File: config.mk
export PLATFORM = sky130hd
export DESIGN_NAME = id3v2_tag_stripper_core
export DESIGN_NICKNAME = d
export VERILOG_FILES = /design/src/hw/rtl/id3s_pkg.sv /design/src/hw/rtl/id3s_parse.sv /design/src/hw/rtl/id3v2_tag_stripper_core.sv
export SDC_FILE = /design/constraint.sdc
export NUM_CORES = 1
export LEC_CHECK = 0
export BUFFER_PORTS_ARGS = -buffer_cell sky130_fd_sc_hd__buf_2
export CORE_MARGIN = 1.5
export CORE_UTILIZATION = 30
export CTS_BUF_LIST = sky130_fd_sc_hd__clkbuf_2
export CTS_CLUSTER_DIAMETER = 100
export DETAILED_ROUTE_END_ITERATION = 8
export PLACE_DENSITY = 0.46
export SKIP_CTS_REPAIR_TIMING = 1
export SLEW_MARGIN = 20
export SYNTH_ARGS = -nofsm -noshare
export SYNTH_HDL_FRONTEND = slang
export SYNTH_SLANG_ARGS = --single-unit
export TNS_END_PERCENT = 1
File: constraint.sdc
create_clock -name clk_i -period 2.65 [get_ports clk_i]
set_input_delay 0.53 -clock clk_i [delete_from_list [all_inputs] [get_ports clk_i]]
set_output_delay 0.53 -clock clk_i [all_outputs]
set_load 0.03 [all_outputs]
File: src/hw/rtl/id3s_pkg.sv
package id3s_pkg;

  localparam int unsigned ByteW = 8;
  localparam int unsigned SizeW = 28;
  localparam int unsigned IdxW  = 4;

  localparam logic [ByteW-1:0] MagicI = 8'h49;
  localparam logic [ByteW-1:0] MagicD = 8'h44;
  localparam logic [ByteW-1:0] Magic3 = 8'h33;

  localparam logic [ByteW-1:0] SyncMask  = 8'h7F;
  localparam logic [IdxW-1:0]  HdrFirst  = 4'd3;
  localparam logic [IdxW-1:0]  SizeFirst = 4'd6;
  localparam logic [IdxW-1:0]  HdrLast   = 4'd9;

  localparam logic CmdData  = 1'b0;
  localparam logic CmdFlush = 1'b1;

  typedef struct packed {
    logic [1:0]       cnt;
    logic [ByteW-1:0] b0;
    logic [ByteW-1:0] b1;
    logic [ByteW-1:0] b2;
  } res_t;

  function automatic logic [ByteW-1:0] magic_byte(input logic [1:0] idx);
    logic [ByteW-1:0] r;
    unique case (idx)
      2'd0:    r = MagicI;
      2'd1:    r = MagicD;
      default: r = Magic3;
    endcase
    return r;
  endfunction

endpackage

File: src/hw/rtl/id3s_parse.sv
module id3s_parse (
  input  logic                  clk_i,
  input  logic                  rst_ni,
  input  logic                  req_i,
  input  logic                  cmd_i,
  input  logic [7:0]            byte_i,
  output id3s_pkg::res_t        res_o
);
  import id3s_pkg::*;

  typedef enum logic [1:0] {
    PhPrefix = 2'd0,
    PhHeader = 2'd1,
    PhSkip   = 2'd2,
    PhPass   = 2'd3
  } phase_e;

  phase_e           phase_q, phase_d;
  logic [1:0]       pm_q, pm_d;
  logic [IdxW-1:0]  idx_q, idx_d;
  logic [SizeW-1:0] rem_q, rem_d;
  logic [1:0]       pm;
  logic [SizeW-1:0] rem_sh;
  logic             hit;

  assign pm     = (pm_q > 2'd2) ? 2'd2 : pm_q;
  assign hit    = (byte_i == magic_byte(pm));
  assign rem_sh = {rem_q[SizeW-8:0], byte_i[6:0] & SyncMask[6:0]};

  always_comb begin
    phase_d = phase_q;
    pm_d    = pm_q;
    idx_d   = idx_q;
    rem_d   = rem_q;
    res_o   = '{cnt: 2'd0, b0: byte_i, b1: byte_i, b2: byte_i};
    if (cmd_i == CmdFlush) begin
      phase_d = PhPrefix;
      pm_d    = 2'd0;
      idx_d   = '0;
      rem_d   = '0;
    end else begin
      unique case (phase_q)
        PhPrefix: begin
          if (hit) begin
            if (pm == 2'd2) begin
              phase_d = PhHeader;
              idx_d   = HdrFirst;
              rem_d   = '0;
              pm_d    = 2'd0;
            end else begin
              pm_d = pm + 2'd1;
            end
          end else begin
            res_o.cnt = pm + 2'd1;
            res_o.b0  = (pm == 2'd0) ? byte_i : MagicI;
            res_o.b1  = (pm == 2'd2) ? MagicD : byte_i;
            pm_d      = 2'd0;
            phase_d   = PhPass;
          end
        end
        PhHeader: begin
          if (idx_q >= SizeFirst) begin
            rem_d = rem_sh;
          end
          if (idx_q >= HdrLast) begin
            idx_d   = '0;
            phase_d = (rem_d == '0) ? PhPass : PhSkip;
          end else begin
            idx_d = idx_q + 4'd1;
          end
        end
        PhSkip: begin
          if (rem_q != '0) begin
            rem_d = rem_q - 28'd1;
          end
          if (rem_d == '0) begin
            phase_d = PhPass;
          end
        end
        default: begin
          res_o.cnt = 2'd1;
        end
      endcase
    end
  end

  always_ff @(posedge clk_i or negedge rst_ni) begin
    if (!rst_ni) begin
      phase_q <= PhPrefix;
      pm_q    <= 2'd0;
      idx_q   <= '0;
      rem_q   <= '0;
    end else if (req_i) begin
      phase_q <= phase_d;
      pm_q    <= pm_d;
      idx_q   <= idx_d;
      rem_q   <= rem_d;
    end
  end

endmodule

File: src/hw/rtl/id3v2_tag_stripper_core.sv
// Strips a leading ID3v2 tag from a byte stream. Each input request carries one
// byte (tuser low) or a flush (tuser high) that returns the block to stream start.
// A held "I" or "ID" prefix is replayed ahead of the byte that breaks the match;
// after a full "ID3" the 10-byte header and the syncsafe-sized body are dropped,
// then bytes pass through unchanged. tlast marks the final output byte of each
// input request. Throughput is one byte per cycle while the output is ready; a
// request that replays a held prefix yields two or three output bytes, and the
// input stalls until the three-entry output buffer has drained to its last byte.
module id3v2_tag_stripper_core (
  input  logic       clk_i,
  input  logic       rst_ni,
  input  logic       s_axis_tvalid,
  output logic       s_axis_tready,
  input  logic [7:0] s_axis_tdata,   // [7:0] in_byte
  input  logic       s_axis_tuser,   // [0] command
  output logic       m_axis_tvalid,
  input  logic       m_axis_tready,
  output logic [7:0] m_axis_tdata,   // [7:0] out_byte
  output logic       m_axis_tlast    // last_of_run
);
  import id3s_pkg::*;

  logic [1:0]       cnt_q, cnt_d;
  logic [ByteW-1:0] b0_q, b1_q, b2_q;
  logic [ByteW-1:0] b0_d, b1_d, b2_d;
  logic             acc, pop;
  res_t             res;

  assign m_axis_tvalid = (cnt_q != 2'd0);
  assign m_axis_tdata  = b0_q;
  assign m_axis_tlast  = (cnt_q == 2'd1);
  assign pop           = m_axis_tvalid && m_axis_tready;
  assign s_axis_tready = (cnt_q == 2'd0) || ((cnt_q == 2'd1) && m_axis_tready);
  assign acc           = s_axis_tvalid && s_axis_tready;

  id3s_parse u_parse (
    .clk_i  (clk_i),
    .rst_ni (rst_ni),
    .req_i  (acc),
    .cmd_i  (s_axis_tuser),
    .byte_i (s_axis_tdata),
    .res_o  (res)
  );

  always_comb begin
    cnt_d = cnt_q;
    b0_d  = b0_q;
    b1_d  = b1_q;
    b2_d  = b2_q;
    priority if (acc && (res.cnt != 2'd0)) begin
      cnt_d = res.cnt;
      b0_d  = res.b0;
      b1_d  = res.b1;
      b2_d  = res.b2;
    end else if (pop) begin
      cnt_d = cnt_q - 2'd1;
      b0_d  = b1_q;
      b1_d  = b2_q;
    end else begin
      cnt_d = cnt_q;
    end
  end

  always_ff @(posedge clk_i or negedge rst_ni) begin
    if (!rst_ni) begin
      cnt_q <= 2'd0;
    end else begin
      cnt_q <= cnt_d;
    end
  end

  always_ff @(posedge clk_i) begin
    b0_q <= b0_d;
    b1_q <= b1_d;
    b2_q <= b2_d;
  end

endmodule

== Yosys cells after proc, flatten, opt, wreduce, memory -nomap -nowiden ==
Index checks and enable logic that the tools add are counted.

* Add/subtract/negate cells: 4
* Magnitude comparators: 3
* Muxes and demuxes: 40
* Equality and inequality tests: 11
* Reduce and logical (&&, ||, !) cells: 22

{| class="wikitable"
|+ Operator list
! operator !! number
|-
| $mux 28 || 9
|-
| $pmux 28 s3 || 1
|-
| $logic_not 28->1 || 2
|-
| $mux 8 || 6
|-
| $mux 18 || 2
|-
| $reduce_bool 28->1 || 1
|-
| $sub 28x1->28 const B || 1
|-
| $mux 2 || 12
|-
| $mux 16 || 1
|-
| $mux 4 || 4
|-
| $pmux 7 s2 || 1
|-
| $ne 3x2->1 const B || 4
|-
| $eq 8x7->1 || 1
|-
| $pmux 4 s2 || 1
|-
| $reduce_and 4->1 || 2
|-
| $reduce_bool 2->1 || 4
|-
| $eq 2x1->1 const B || 3
|-
| $logic_not 2->1 || 3
|-
| $pmux 2 s3 || 1
|-
| $reduce_and 5->1 || 1
|-
| $add 4x1->4 const B || 1
|-
| $eq 2x2->1 const B || 2
|-
| $ge 4x3->1 const B || 1
|-
| $ge 4x4->1 const B || 1
|-
| 12 further kinds || 15
|}

* Input port bits: 13
* Bits in registers: 62
* Word-level logic and storage cells: 88

== Logic depth before layout (Yosys ltp) ==
* Word-level depth: 11
* Depth in mapped cells: 11

== By module ==
A second synthesis with hierarchy kept.

* Cell total of the unflattened synthesis: 492
* Area total of the unflattened synthesis: 4524.3 um^2

{| class="wikitable"
|+ Modules (own cells, without submodules)
! module !! area each (um^2) !! cells each !! times used
|-
| id3s_parse || 3367.0 || 430 || 1
|-
| id3v2_tag_stripper_core || 1157.4 || 62 || 1
|}

== Worst setup path after synthesis ==
No wires, ideal clock.

* Kind: register -> register
* From: register u_parse.rem_q[0]
* To: register u_parse.phase_q[0]
* Path buffers: 1
* Cell stages (with the launch flop): 12
* Period minus slack after synthesis: 2830 ps
* Data arrival time: 2764 ps
* Setup slack: -180 ps
* Cell sequence: dfrtp_1 inv_1 ha_1 or4b_1 clkbuf_1 nor3_2 a41oi_1 o221a_1 a2111oi_2 nand4b_1 nor4_1 o31a_1

* Cells in the longest elaborated chain, start to end: 8
* Elaborated cells between the ends (all ways): 16
* Those cells by class: add/sub (1); eq/ne (1); mux (10); reduce/logical (4)

{| class="wikitable"
|+ RTL lines
! item !! line !! source
|-
| from (decl) || id3s_parse.sv:21 || <nowiki>logic [SizeW-1:0] rem_q, rem_d;</nowiki>
|-
| from (signal assigned) || id3s_parse.sv:97 || <nowiki>rem_q <= rem_d;</nowiki>
|-
| parallel branches: the longest is 8 deep, another holds $sub 28x1->28 || n/a ||
|-
| to (signal assigned) || id3s_parse.sv:89 || <nowiki>phase_q <= PhPrefix;</nowiki>
|-
| to (signal assigned) || id3s_parse.sv:94 || <nowiki>phase_q <= phase_d;</nowiki>
|-
| to (decl) || id3s_parse.sv:18 || <nowiki>phase_e phase_q, phase_d;</nowiki>
|}

Parallel ways; which one is timed is not known. The select of a mux whose other input is x is not followed.
A chain may end at the register's enable or synchronous reset.

== Final worst setup path ==
* From: register u_parse.rem_q[1]
* To: register u_parse.phase_q[1]

* Cells in the longest elaborated chain, start to end: 7
* Elaborated cells between the ends (all ways): 8
* Those cells by class: add/sub (1); eq/ne (1); mux (3); reduce/logical (3)

{| class="wikitable"
|+ RTL lines
! item !! line !! source
|-
| $sub 28x1->28 or $reduce_bool 28->1 (tied branches) || id3s_parse.sv:74, id3s_parse.sv:73 ||
|-
| $mux 28 (*) || id3s_parse.sv:73 || <nowiki>if (rem_q != '0) begin</nowiki>
|-
| $mux 28 (*) || id3s_parse.sv:42 || <nowiki>unique case (phase_q)</nowiki>
|-
| $mux 28 (*) || id3s_parse.sv:36 || <nowiki>if (cmd_i == CmdFlush) begin</nowiki>
|-
| $logic_not 28->1 (*) || id3s_parse.sv:76 || <nowiki>if (rem_d == '0) begin</nowiki>
|-
| $ne 3x2->1 (no line) (*) || n/a ||
|-
| $reduce_and 5->1 (no line) (*) || n/a ||
|}

Mark *: on every way between the ends. The rest lies on a longest branch, timed or not. The select of a mux whose other input is x is not followed.

==> results.sh <==
export IMPL_status="finished, violations left"
export IMPL_violations="negative setup slack"
export IMPL_num_fill_cells=1534
export IMPL_numCtsBuffers=9
export IMPL_cp_required_ns=3.14
export IMPL_clock_sinks=62
export IMPL_cts_clk_slew_worst_paths_ns=0.24
export IMPL_drt_pass1_iter_count=5
export IMPL_synth_cells=596
export IMPL_post_route_period_util=1.06
export IMPL_wl_per_cell_um=18.1
export IMPL_slew_headroom=0.622
export IMPL_dp_hpwl_um=12000
export IMPL_via_count=5004
export IMPL_antenna_found_initial=0
export IMPL_core_area_mm2=0.0152
export IMPL_yosysWarnings=0
export IMPL_cts_root_buf="clkbuf_2"
export IMPL_ys_seq_area_frac=0.357
export IMPL_grt_pass1_vias=4799
export IMPL_tns_ns=-0.400
export IMPL_post_route_min_period_ns=2.82
export IMPL_seq_area_mm2=0.00167
export IMPL_synthToLayoutAreaGrowth_pct=33.6
export IMPL_final_antenna_net_count=0
export IMPL_die_y_um=128
export IMPL_ys_flop_type="dfrtp_1"
export IMPL_grt_max_degree=39
export IMPL_pre_cts_slack_ns=-0.267
export IMPL_async_flop_share=0.613
export IMPL_worstPathMaxFanout=5
export IMPL_end_kind="flop"
export IMPL_route_detailed_drc=0
export IMPL_crit_slowest_cell="or4_4"
export IMPL_pin_count=24
export IMPL_cp_cell_sequence="buf_6, or4_4, or2_4, or3_4, o21a_1, nor4b_2, nand4_1, o2111ai_1, o211ai_1"
export IMPL_cts_tree="built"
export IMPL_crit_family="simple AND/OR/NAND/NOR gates"
export IMPL_synth_seq_cells=62
export IMPL_clockBufferDepth=2
export IMPL_maxCapViolCount=0
export IMPL_path_class="reg -> reg"
export IMPL_stdcell_area_mm2=0.00625
export IMPL_synth_nets=621
export IMPL_rsz0062_at_grt="yes"
export IMPL_yosysUniqueCellTypes=73
export IMPL_fmax_mhz=355
export IMPL_rows=45
export IMPL_initial_core_util=0.308
export IMPL_grt_pass1_wl_um=25900
export IMPL_maxSlewViolCount=0
export IMPL_synth_edf_count=24
export IMPL_syn_area_mm2=0.00468
export IMPL_hp_class="in -> reg"
export IMPL_drive_gt1_frac=0.317
export IMPL_via_per_inst=5.50
export IMPL_grt_use_total=0.205
export IMPL_clk_latency_ns=0.60
export IMPL_port_buffers=23
export IMPL_crit_buf_inv=1
export IMPL_n_antenna_cell=0
export IMPL_crit_arrival_ns=3.31
export IMPL_grt_overflow=0
export IMPL_finalHoldViolCount=0
export IMPL_ctsHtreeMaxLevel=3
export IMPL_cp_start_kind="flop"
export IMPL_max_stage_delay_ns=0.55
export IMPL_tightestPinTransition_ns=0.567
export IMPL_multi_input_area_mm2=0.00295
export IMPL_fin_nets=742
export IMPL_dpl_cell_area_mm2=0.00577
export IMPL_syn_mean_instance_area_um2=7.85
export IMPL_die_area_mm2=0.0163
export IMPL_finalWorstSetupSlack_ns=-0.165
export IMPL_setup_viol=3
export IMPL_fin_skew_ns=0.0345
export IMPL_drt_iter0_markers=403
export IMPL_totalWireLength_um=16500
export IMPL_place_congestion=0.935
export IMPL_fp_dieW_um=128
worst register-to-register path, delay by kind of cell, from the launching register on:
kind                   cells  cell delay [ns]
buffers and inverters      1             0.13
AO/OA/AOI/OAI              3             0.55
flip-flops                 1             0.46
AND/OR/NAND/NOR            5             1.57
final cells by class:
| cell class | instances | area share |
|---|---|---|
| inverters | 19 | 0.0118 |
| clock inverters | 7 | 0.0168 |
| repair buffers | 153 | 0.187 |
| multi-input cells | 472 | 0.472 |
| well taps | 188 | 0.0376 |
| clock buffers | 9 | 0.00721 |
| flip-flops and latches | 62 | 0.268 |
synth_stat cells (4+ instances only):
master	count	area, um^2
nand2_1	141	529
o21ai_0	78	390
dfrtp_1	38	951
clkbuf_1	31	116
edfxtp_1	24	721
nor2_1	23	86.3
a21oi_1	19	95.1
inv_1	19	71.3
nor3_1	19	95.1
a22oi_1	17	128
nor4_1	13	81.3
ha_1	12	150
nand3_1	12	60.1
a31oi_1	8	50.1
nand4_1	8	50.1
nand2b_1	7	43.8
or3_1	7	43.8
o211ai_1	6	45.0
o31ai_1	6	45.0
a21boi_0	5	37.5
nor2b_1	5	31.3
o22ai_1	5	31.3
or2_2	5	31.3
buf_2	4	20.0
nor4b_1	4	35.0
or4_1	4	30.0
xor2_1	4	35.0
worst paths after layout:
| path | startpoint | depth (start not counted) | slack, ns | end |
|---|---|---|---|---|
| min in group asynchronous | rst_ni | 2 | 0.37 | u_parse.rem_q[1] |
| setup reg to reg | u_parse.rem_q[1] | 9 | -0.17 | u_parse.phase_q[1] |
| hold reg to reg | b1_q[6] | 2 | 0.55 | m_axis_tdata[6] |
| hold / removal | s_axis_tdata[7] | 1 | 0.18 | b2_q[7] |
| setup / recovery | u_parse.rem_q[1] | 9 | -0.17 | u_parse.phase_q[1] |
| max in group asynchronous | rst_ni | 3 | 1.75 | u_parse.rem_q[26] |
metal layers:
layer  GRT usage  wire (um)
met5           0          0
met2       0.341       7820
met4      0.0780        353
met1       0.268       7570
met3      0.0317        737
cells by family (layout without fill, tap and decap cells):
kind of cell | after synthesis | in the layout | synth area share
AO/OA/AOI/OAI | 176 | 176 | 0.235
XOR/XNOR | 6 | 6 | 0.0112
AND/OR/NAND/NOR | 276 | 276 | 0.298
buffers and inverters | 62 | 188 | 0.0615
flip-flops | 62 | 62 | 0.357
adder cells (fa/ha/maj) | 12 | 12 | 0.0321
multiplexers | 2 | 2 | 0.00482
through the flow:
step           cells  utilization  hold slack, ns
6_report         910        0.411           0.179
5_1_grt          910        0.411           0.150
4_1_cts          899        0.389          0.0457
3_5_place_dp     883        0.379           0.510
3_3_place_gp     883        0.379           0.500
2_1_floorplan    596            -           0.234
registers in the layout (all words and copies together), names as in the netlist:
name / count
b1_q: 8
m_axis_tdata: 8
b2_q: 8
cnt_q: 2
u_parse.idx_q: 4
u_parse.pm_q: 2
u_parse.phase_q: 2
u_parse.rem_q: 28
cell usage in the layout (no fill, tap or decap), drive strengths merged, types with 3 or more instances in the layout:
cell      n
a21boi    5
a21oi    19
a22oi    17
a31oi     8
a41oi     3
buf     152
clkbuf    9
dfrtp    38
edfxtp   24
ha       12
inv      22
nand2   142
nand2b    7
nand3    13
nand4     8
nand4b    3
nor2     23
nor2b     5
nor3     21
nor4     18
nor4b     4
o211ai    6
o21a      3
o21ai    80
o22ai     5
o31ai     6
or2       7
or3       8
or4       5
xor2      4
Power is not shown: default switching activity piles up to over one toggle a cycle in this logic, so the estimate is an artifact.
